--- src/sv/frml_pkg.sv ---
// ----------------------------------------------------------------------------
// frml_pkg
// Types and constants shared by the frame rate meter and limiter.
// ----------------------------------------------------------------------------
package frml_pkg;

  localparam int SAMPLES_DEF = 10;

  localparam int FPS_W    = 22;
  localparam int FPS_RATE = 256000;   // 1000 frames per second in Q.8
  localparam logic [FPS_W-1:0] FPS_MAX_Q8     = 22'h3FFFFF;
  localparam logic [FPS_W-1:0] FPS_DEFAULT_Q8 = 22'd15360;

  localparam int CFG_W = 10;
  localparam logic [CFG_W-1:0] MAX_FPS_RESET = 10'd60;
  localparam logic [CFG_W-1:0] BUDGET_NUM    = 10'd1000;

  localparam int TS_W     = 32;
  localparam int PERIOD_W = 16;
  localparam int DELAY_W  = 10;

  typedef struct packed {
    logic [TS_W-1:0] frame_start_ms;
    logic [TS_W-1:0] frame_end_ms;
  } in_word_t;

  typedef struct packed {
    logic [FPS_W-1:0]    fps_q8;
    logic                fps_fresh;
    logic [DELAY_W-1:0]  delay_ms;
    logic [PERIOD_W-1:0] frame_period_ms;
  } out_word_t;

  typedef enum logic [1:0] {
    ST_IDLE,
    ST_READ,
    ST_DIV,
    ST_DONE
  } state_t;

endpackage

--- src/sv/frml_ram.sv ---
// ----------------------------------------------------------------------------
// frml_ram
// Generic single-write, single-read RAM with registered read data.
// ----------------------------------------------------------------------------
module frml_ram #(
  parameter int WIDTH = 16,
  parameter int DEPTH = 10,
  localparam int AW = (DEPTH > 1) ? $clog2(DEPTH) : 1
) (
  input  logic             clk,
  input  logic             we,
  input  logic [AW-1:0]    waddr,
  input  logic [WIDTH-1:0] wdata,
  input  logic [AW-1:0]    raddr,
  output logic [WIDTH-1:0] rdata
);

  logic [WIDTH-1:0] mem [DEPTH];

  always_ff @(posedge clk) begin
    if (we) begin
      mem[waddr] <= wdata;
    end
    rdata <= mem[raddr];
  end

endmodule

--- src/sv/frml_div.sv ---
// ----------------------------------------------------------------------------
// frml_div
// Restoring divider, one quotient bit per cycle.
// ----------------------------------------------------------------------------
module frml_div #(
  parameter int NUM_W = 22,
  parameter int DEN_W = 20
) (
  input  logic             clk,
  input  logic             rst,
  input  logic             start,
  input  logic [NUM_W-1:0] num,
  input  logic [DEN_W-1:0] den,
  output logic             busy,
  output logic [NUM_W-1:0] quot
);

  localparam int CNT_W = $clog2(NUM_W + 1);

  logic [NUM_W-1:0] q;
  logic [DEN_W-1:0] rem;
  logic [DEN_W-1:0] dvsr;
  logic [CNT_W-1:0] cnt;
  logic [DEN_W:0]   shifted;
  logic [DEN_W:0]   trial;
  logic             fits;

  // Shift in the next dividend bit and try a subtract.
  always_comb begin
    shifted = {rem, q[NUM_W-1]};
    trial   = shifted - {1'b0, dvsr};
    fits    = !trial[DEN_W];
  end

  always_ff @(posedge clk) begin
    if (rst) begin
      busy <= 1'b0;
      cnt  <= '0;
    end else if (start) begin
      busy <= 1'b1;
      cnt  <= CNT_W'(NUM_W);
    end else if (busy) begin
      cnt <= cnt - 1'b1;
      if (cnt == CNT_W'(1)) begin
        busy <= 1'b0;
      end
    end
  end

  always_ff @(posedge clk) begin
    if (start) begin
      q    <= num;
      rem  <= '0;
      dvsr <= den;
    end else if (busy) begin
      rem <= fits ? trial[DEN_W-1:0] : shifted[DEN_W-1:0];
      q   <= {q[NUM_W-2:0], fits};
    end
  end

  assign quot = q;

endmodule

--- src/sv/frame_rate_meter_limiter_core.sv ---
// Path: the accepting edge moves to ST_READ, the divides run in ST_DIV, and ST_DONE loads
// the result word; the bit-serial rate divider sets how long ST_DIV lasts.
// Words are taken one at a time: a new word waits until the previous one reaches the output
// register, and ST_DONE holds while a full output register stays stalled; a new word is taken
// while the previous result still waits in the output register.
// Reset (rst, synchronous): ring empty, sum zero, rate 60.0, ceiling 60 fps.
// ----------------------------------------------------------------------------
// frame_rate_meter_limiter_core
// Averages frame periods over a ring of SAMPLES entries, reports the frame
// rate in Q.8 and the delay needed to respect a frame-rate ceiling.
// ----------------------------------------------------------------------------
module frame_rate_meter_limiter_core #(
  parameter int SAMPLES = frml_pkg::SAMPLES_DEF
) (
  input  logic                          clk,
  input  logic                          rst,
  input  logic                          cfg_we,
  input  logic [frml_pkg::CFG_W-1:0]    cfg_wdata,
  input  logic                          in_valid,
  output logic                          in_stall,
  input  frml_pkg::in_word_t            in_word,
  output logic                          out_valid,
  input  logic                          out_stall,
  output frml_pkg::out_word_t           out_word
);

  // Ring geometry and arithmetic widths, all derived from SAMPLES.
  localparam int SLOT_W = (SAMPLES > 1) ? $clog2(SAMPLES) : 1;
  localparam int CNT_W  = $clog2(SAMPLES + 1);
  localparam int SUM_W  = $clog2(SAMPLES * 65535 + 1);
  localparam int FNUM   = SAMPLES * frml_pkg::FPS_RATE;
  localparam int FNUM_W = $clog2(FNUM + 1);
  localparam int QW     = (FNUM_W > frml_pkg::FPS_W) ? FNUM_W : frml_pkg::FPS_W;
  localparam int TS_W   = frml_pkg::TS_W;
  localparam int PER_W  = frml_pkg::PERIOD_W;
  localparam int CFG_W  = frml_pkg::CFG_W;

  frml_pkg::state_t state, state_next;

  // Configuration.
  logic [CFG_W-1:0] max_fps;

  // Meter state.
  logic [TS_W-1:0]   last_end;
  logic              seen_first;
  logic [SLOT_W-1:0] ring_slot;
  logic [CNT_W-1:0]  frames_counted;
  logic [SUM_W-1:0]  period_sum;
  logic [frml_pkg::FPS_W-1:0] held_fps;

  // Per-word working registers.
  logic [PER_W-1:0] period;
  logic [TS_W-1:0]  elapsed;
  logic             fresh;

  // Delay staged at the end of the divides, and the output register flag.
  logic [frml_pkg::DELAY_W-1:0] delay_reg;
  logic                         out_full;

  // Handshake decodes from the state machine.
  logic in_take;
  logic do_update;
  logic div_done;
  logic out_load;

  // Combinational helpers.
  logic [TS_W-1:0]   end_diff;
  logic [PER_W-1:0]  period_in;
  logic [PER_W-1:0]  old_period;
  logic [PER_W-1:0]  ring_rdata;
  logic [SUM_W-1:0]  sum_next;
  logic              warm;
  logic [CFG_W-1:0]  ceil_fps;
  logic              fps_busy;
  logic              bud_busy;
  logic [FNUM_W-1:0] fps_quot;
  logic [CFG_W-1:0]  budget;
  logic [QW-1:0]     fps_ext;
  logic [frml_pkg::FPS_W-1:0] fps_sat;
  logic [frml_pkg::DELAY_W-1:0] delay;

  // --------------------------------------------------------------------------
  // Sequencer: take a word, read the retiring ring entry, run both divides,
  // then hand the result to the output register.
  // --------------------------------------------------------------------------
  always_ff @(posedge clk) begin
    if (rst) begin
      state <= frml_pkg::ST_IDLE;
    end else begin
      state <= state_next;
    end
  end

  always_comb begin
    state_next = state;
    in_stall   = 1'b1;
    in_take    = 1'b0;
    do_update  = 1'b0;
    div_done   = 1'b0;
    out_load   = 1'b0;
    case (state)
      frml_pkg::ST_IDLE: begin
        in_stall = 1'b0;
        if (in_valid) begin
          in_take    = 1'b1;
          state_next = frml_pkg::ST_READ;
        end
      end
      frml_pkg::ST_READ: begin
        // Ring read data is valid now; update sum and start the divides.
        do_update  = 1'b1;
        state_next = frml_pkg::ST_DIV;
      end
      frml_pkg::ST_DIV: begin
        if (!fps_busy && !bud_busy) begin
          div_done   = 1'b1;
          state_next = frml_pkg::ST_DONE;
        end
      end
      frml_pkg::ST_DONE: begin
        // Hold until the output register is free or being drained.
        if (!out_full || !out_stall) begin
          out_load   = 1'b1;
          state_next = frml_pkg::ST_IDLE;
        end
      end
      default: begin
        state_next = frml_pkg::ST_IDLE;
      end
    endcase
  end

  // --------------------------------------------------------------------------
  // Period of the incoming word: end-to-end against the previous end,
  // saturated to 16 bits, zero on the very first frame.
  // --------------------------------------------------------------------------
  always_comb begin
    end_diff = in_word.frame_end_ms - last_end;
    if (!seen_first) begin
      period_in = '0;
    end else if (end_diff[TS_W-1:PER_W] != '0) begin
      period_in = '1;
    end else begin
      period_in = end_diff[PER_W-1:0];
    end
  end

  // Entries not yet written during warm-up read as zero.
  assign warm       = (frames_counted < CNT_W'(SAMPLES));
  assign old_period = warm ? '0 : ring_rdata;
  assign sum_next   = period_sum - SUM_W'(old_period) + SUM_W'(period);

  // A ceiling of zero counts as one.
  assign ceil_fps = (max_fps == '0) ? CFG_W'(1) : max_fps;

  frml_ram #(
    .WIDTH (PER_W),
    .DEPTH (SAMPLES)
  ) u_ring (
    .clk   (clk),
    .we    (do_update),
    .waddr (ring_slot),
    .wdata (period),
    .raddr (ring_slot),
    .rdata (ring_rdata)
  );

  // Rate divide: SAMPLES*1000 in Q.8 over the updated period sum.
  frml_div #(
    .NUM_W (FNUM_W),
    .DEN_W (SUM_W)
  ) u_fps_div (
    .clk   (clk),
    .rst   (rst),
    .start (do_update),
    .num   (FNUM_W'(FNUM)),
    .den   (sum_next),
    .busy  (fps_busy),
    .quot  (fps_quot)
  );

  // Frame budget: whole milliseconds per frame at the ceiling.
  frml_div #(
    .NUM_W (CFG_W),
    .DEN_W (CFG_W)
  ) u_bud_div (
    .clk   (clk),
    .rst   (rst),
    .start (do_update),
    .num   (frml_pkg::BUDGET_NUM),
    .den   (ceil_fps),
    .busy  (bud_busy),
    .quot  (budget)
  );

  // Saturate the rate to the field width.
  always_comb begin
    fps_ext = QW'(fps_quot);
    if (fps_ext > QW'(frml_pkg::FPS_MAX_Q8)) begin
      fps_sat = frml_pkg::FPS_MAX_Q8;
    end else begin
      fps_sat = fps_ext[frml_pkg::FPS_W-1:0];
    end
  end

  // Wait only for what is left of the budget after the frame's own time.
  assign delay = (TS_W'(budget) > elapsed) ?
                 frml_pkg::DELAY_W'(TS_W'(budget) - elapsed) : '0;

  // --------------------------------------------------------------------------
  // Control state.
  // --------------------------------------------------------------------------
  always_ff @(posedge clk) begin
    if (rst) begin
      max_fps        <= frml_pkg::MAX_FPS_RESET;
      last_end       <= '0;
      seen_first     <= 1'b0;
      ring_slot      <= '0;
      frames_counted <= '0;
      period_sum     <= '0;
      held_fps       <= frml_pkg::FPS_DEFAULT_Q8;
      out_full       <= 1'b0;
    end else begin
      if (cfg_we) begin
        max_fps <= cfg_wdata;
      end
      if (in_take) begin
        last_end   <= in_word.frame_end_ms;
        seen_first <= 1'b1;
      end
      if (do_update) begin
        period_sum <= sum_next;
        // Advance the slot, wrap at SAMPLES.
        if (ring_slot == SLOT_W'(SAMPLES - 1)) begin
          ring_slot <= '0;
        end else begin
          ring_slot <= ring_slot + 1'b1;
        end
        if (warm) begin
          frames_counted <= frames_counted + 1'b1;
        end
      end
      if (div_done && fresh) begin
        held_fps <= (period_sum == '0) ? frml_pkg::FPS_DEFAULT_Q8 : fps_sat;
      end
      if (out_load) begin
        out_full <= 1'b1;
      end else if (!out_stall) begin
        out_full <= 1'b0;
      end
    end
  end

  // --------------------------------------------------------------------------
  // Payload registers.
  // --------------------------------------------------------------------------
  always_ff @(posedge clk) begin
    if (in_take) begin
      period  <= period_in;
      elapsed <= in_word.frame_end_ms - in_word.frame_start_ms;
    end
    if (do_update) begin
      fresh <= !warm;
    end
    if (div_done) begin
      delay_reg <= delay;
    end
    if (out_load) begin
      out_word.fps_q8          <= held_fps;
      out_word.fps_fresh       <= fresh;
      out_word.delay_ms        <= delay_reg;
      out_word.frame_period_ms <= period;
    end
  end

  assign out_valid = out_full;

endmodule

--- config.mk ---
export PLATFORM = sky130hd
export DESIGN_NAME = frame_rate_meter_limiter_core
export DESIGN_NICKNAME = d
export VERILOG_FILES = /design/src/sv/frml_pkg.sv /design/src/sv/frml_ram.sv /design/src/sv/frml_div.sv /design/src/sv/frame_rate_meter_limiter_core.sv
export SDC_FILE = /design/constraint.sdc
export NUM_CORES = 1
export LEC_CHECK = 0
export BUFFER_PORTS_ARGS = -buffer_cell sky130_fd_sc_hd__buf_2
export CAP_MARGIN = 20
export CORE_ASPECT_RATIO = 1.2
export CORE_UTILIZATION = 39
export CTS_BUF_LIST = sky130_fd_sc_hd__clkbuf_4
export DETAILED_ROUTE_END_ITERATION = 10
export GPL_TIMING_DRIVEN = 0
export PLACE_DENSITY = 0.59
export SLEW_MARGIN = 20
export SYNTH_ARGS = -nofsm -noshare
export SYNTH_HDL_FRONTEND = slang
export SYNTH_HIERARCHICAL = 1
export SYNTH_SLANG_ARGS = --single-unit
--- constraint.sdc ---
create_clock -name clk -period 7 [get_ports clk]
set_input_delay 1.75 -clock clk [delete_from_list [all_inputs] [get_ports clk]]
set_output_delay 1.75 -clock clk [all_outputs]
set_load 0.005 [all_outputs]
==> impl_results.md <==
* CTS Buffer Depth at 3
* Pleak at 11.4 nW
* CP Cell Sequence: o21ai_0, inv_1, clkbuf_1, and2_1, fa_1, inv_1, fa_1, a21o_1, a21oi_1, o21bai_1, a21oi_1, o21bai_1, a21oi_1, o21ai_0, nor4b_1, or4_1
* Post-synthesis xor/xnor area fraction at 3.42%
* Routed wl met3 at 2.94 mm
* Avg Inst Size Synth at ~11 sq um
* Max Transition Viols Final at 0
* Setup bufs post-CTS at 0
* Top-area cell type share of the netlist area at 39.0%
* Post-route antenna net violation count at 0
* Gr usage total at 18.9%
* Initial DRC Count at between 800 and 900
* Slew headroom at between 30% and 40%
* Most flops, register: u_ring/mem
* CTS Buf Count at about 130
* Yosys warnings at 6
* Simple-gate share of the synthesized area at between 10% and 20%
* Seq cells post-synth at 483
* Status: completed
* Vias in the first global route at 18.6k
* CTS tree: built
* Initial antenna violation count at 11
* Final setup violation count at 0
* Sequential area share after synthesis at 51.0%
* WL final at 61.8 mm
* Met1 wire length at 25.7 mm
* Hpwl dp at around 46 mm
* Crit Path Category: reg2reg
* Worst-margin pin slew at roughly 1.0 ns
* Wire per inst at 17.5 um
* Initial Util at 39.5%
* Layout Skew at 0.0562 ns
* Tcrit/Tclk final at 66.3%
* Die ar. at about 66000 sq um
* Final core utilization at 45.5%
* Core footprint at 64400 sq um
* Worst VDD drop at ~0.15 mV
* Chip height at 282 um
* Reg2reg setup slack at 2.36 ns
* Top routing layer in use: met5
* Asr flop ratio synth at 0%
* Tot Pwr at around 12 mW
* Most used cell along the critical path: a21oi_1
* DR pass1 iterations at 5
* Distinct cell type count after synthesis at 106
* Pwr Density at 410 nW/um^2
* Die W at approximately 240 um
* Tmin final at 4.64 ns
* Min-delay worst type: reg2reg
* Slowest stage cell, crit path: or4_1
* Clock root buffer: clkbuf_4
* Post-synth EDFFs at between 300 and 400
* GPL Wtd Cong at 0.886
* P&R area growth vs syn at 15.3%
* Slowest stage delay, CP at approximately 0.5 ns
* Worst EP required at just under 8 ns
* Critical Path AT at 5.42 ns
* Vias at 18.3k
* Filler instances at 5997
* Biggest regs: u_ring/mem: 160 flops, out_word: 49 flops
* Post-synth top area cell: edfxtp_1
* Nets at 2833
* Site Rows at 102
* Most common cell in the netlist: edfxtp_1
* Global route overflow at 0
* Met2 WL at between 30 and 40 mm
* Critical path's top delay family: compound AO/OA/AOI/OAI gates
* Cts repair resizes at 0
* CTS H-Tree Depth at 4
* Final Hold Fails at 0
* Number of remaining DRC errors at 0
* Setup TNS at 0 ns
* First-pass GRT wire length at between 90 and 100 mm
* Largest family of logic cells by synthesized area: compound AO/OA/AOI/OAI gates
* Clock slew at reported path FFs at roughly 0.06 ns
* WHS at 0.415 ns
* Post-synthesis compound-gate area fraction at 14.4%
* Max cap viols at 0
* Clk sinks at 483
* Startpoint Class: flop
* RSZ-0062 raised after global routing: false
* Clk Latency, worst-skew pair at 0.95 ns
* Mapped Cells at 2291
* Synthesized area at about 25000 sq um
* Mux cell area share after synthesis at 6.65%
* IO Count at 130
* Synth Area in Adders at just over 8%
* Primary FF master, synth: edfxtp_1
* Via density at 5.17
* FMAX at 0.216 GHz
* Share of cells above drive strength 1 at between 20% and 30%
* Hold_buf cts at 0
* Largest net degree at the start of global routing at 33
* Crit Path Max Fanout at 10
* Port bufs at approximately 130
* Max FFs per register at between 150 and 200
* Buf+Inv Stages, Crit Path at 3
* Synth top cells by count: 330 x edfxtp_1, 223 x inv_1, 171 x nand2_1
* Worst Setup End Kind: flop
* Leading post-synthesis cells by cell area: edfxtp_1 39%, dfxtp_1 12%, ha_1 6.6%
cells in the final DEF, fill, tap and decap left out, types with 18 or more instances in the layout:
| cell type | count |
|---|---|
| edfxtp_1 | 330 |
| inv_1 | 223 |
| clkbuf_4 | 183 |
| nand2_1 | 171 |
| nor2_1 | 163 |
| dfxtp_1 | 153 |
| buf_2 | 138 |
| a21oi_1 | 137 |
| ha_1 | 133 |
| mux2i_1 | 80 |
| mux2_2 | 79 |
| xnor2_1 | 58 |
| clkbuf_1 | 50 |
| o21ai_0 | 48 |
| xor2_1 | 38 |
| nand3_1 | 32 |
| conb_1 | 32 |
| nor3_1 | 31 |
| a21o_1 | 30 |
| nand2b_1 | 28 |
| clkinv_1 | 27 |
| nor2b_1 | 26 |
| o21a_1 | 25 |
| a211oi_1 | 25 |
| nand4_1 | 24 |
| o22ai_1 | 24 |
| a31oi_1 | 22 |
| and2_1 | 22 |
| fa_1 | 21 |
| a22oi_1 | 19 |
| a22o_1 | 18 |
logic make-up (layout without fill, tap and decap cells):
kind of cell	Yosys count	after routing
muxes	159	159
buffers and inverters	319	697
adders and majority gates	155	155
other	2	36
DFF	483	483
xor gates and xnor gates	97	97
and+or+nand+nor	577	577
AOI/OAI and AO/OA	499	499
power by group:
group / switching (mW) / internal, mW / leakage [nW]
clock network: 1.22 / 1.51 / 1.04
registers: 0.433 / 3.99 / 4.30
logic: 2.79 / 2.08 / 6.08
total: 4.44 / 7.58 / 11.4
area by class of cell:
class | instances | area (sq um) | area share, %
Tap cell | 832 | 1040 | 3.55
Sequential cell | 483 | 13000 | 44.2
Clock inverter | 50 | 427 | 1.46
Multi-Input combinational cell | 1519 | 11200 | 38.3
Inverter | 224 | 841 | 2.87
Buffer | 95 | 536 | 1.83
Timing Repair Buffer | 145 | 880 | 3.00
Antenna cell | 4 | 10.0 | 0.0341
Clock buffer | 183 | 1370 | 4.69
per-layer routing:
metal | vias to the layer above | track usage [%]
li1 | 8954 | -
met1 | 8757 | 21.4
met2 | 425 | 33.6
met3 | 141 | 4.57
met4 | 16 | 8.74
met5 | - | 0
path summary, 6_finish.rpt:
kind                                  endpoint  cells past startpoint              start
worst max register to register  period_sum[10]                     16  frames_counted[1]
worst min register to register    out_word[19]                      0       delay_reg[3]
worst max-delay path            period_sum[10]                     16  frames_counted[1]
worst min-delay path              out_word[19]                      0       delay_reg[3]
through the flow:
step | instance area (sq um) | setup slack, ns | cells
floorplan | 25500 | 1.13 | 2321
global placement | 27200 | -1.89 | 3282
detailed placement | 27500 | 1.64 | 3298
CTS | 29300 | 2.32 | 3531
global route | 29300 | 1.95 | 3534
finish | 29300 | 2.36 | 3535
(Power assumes the default switching activity.)
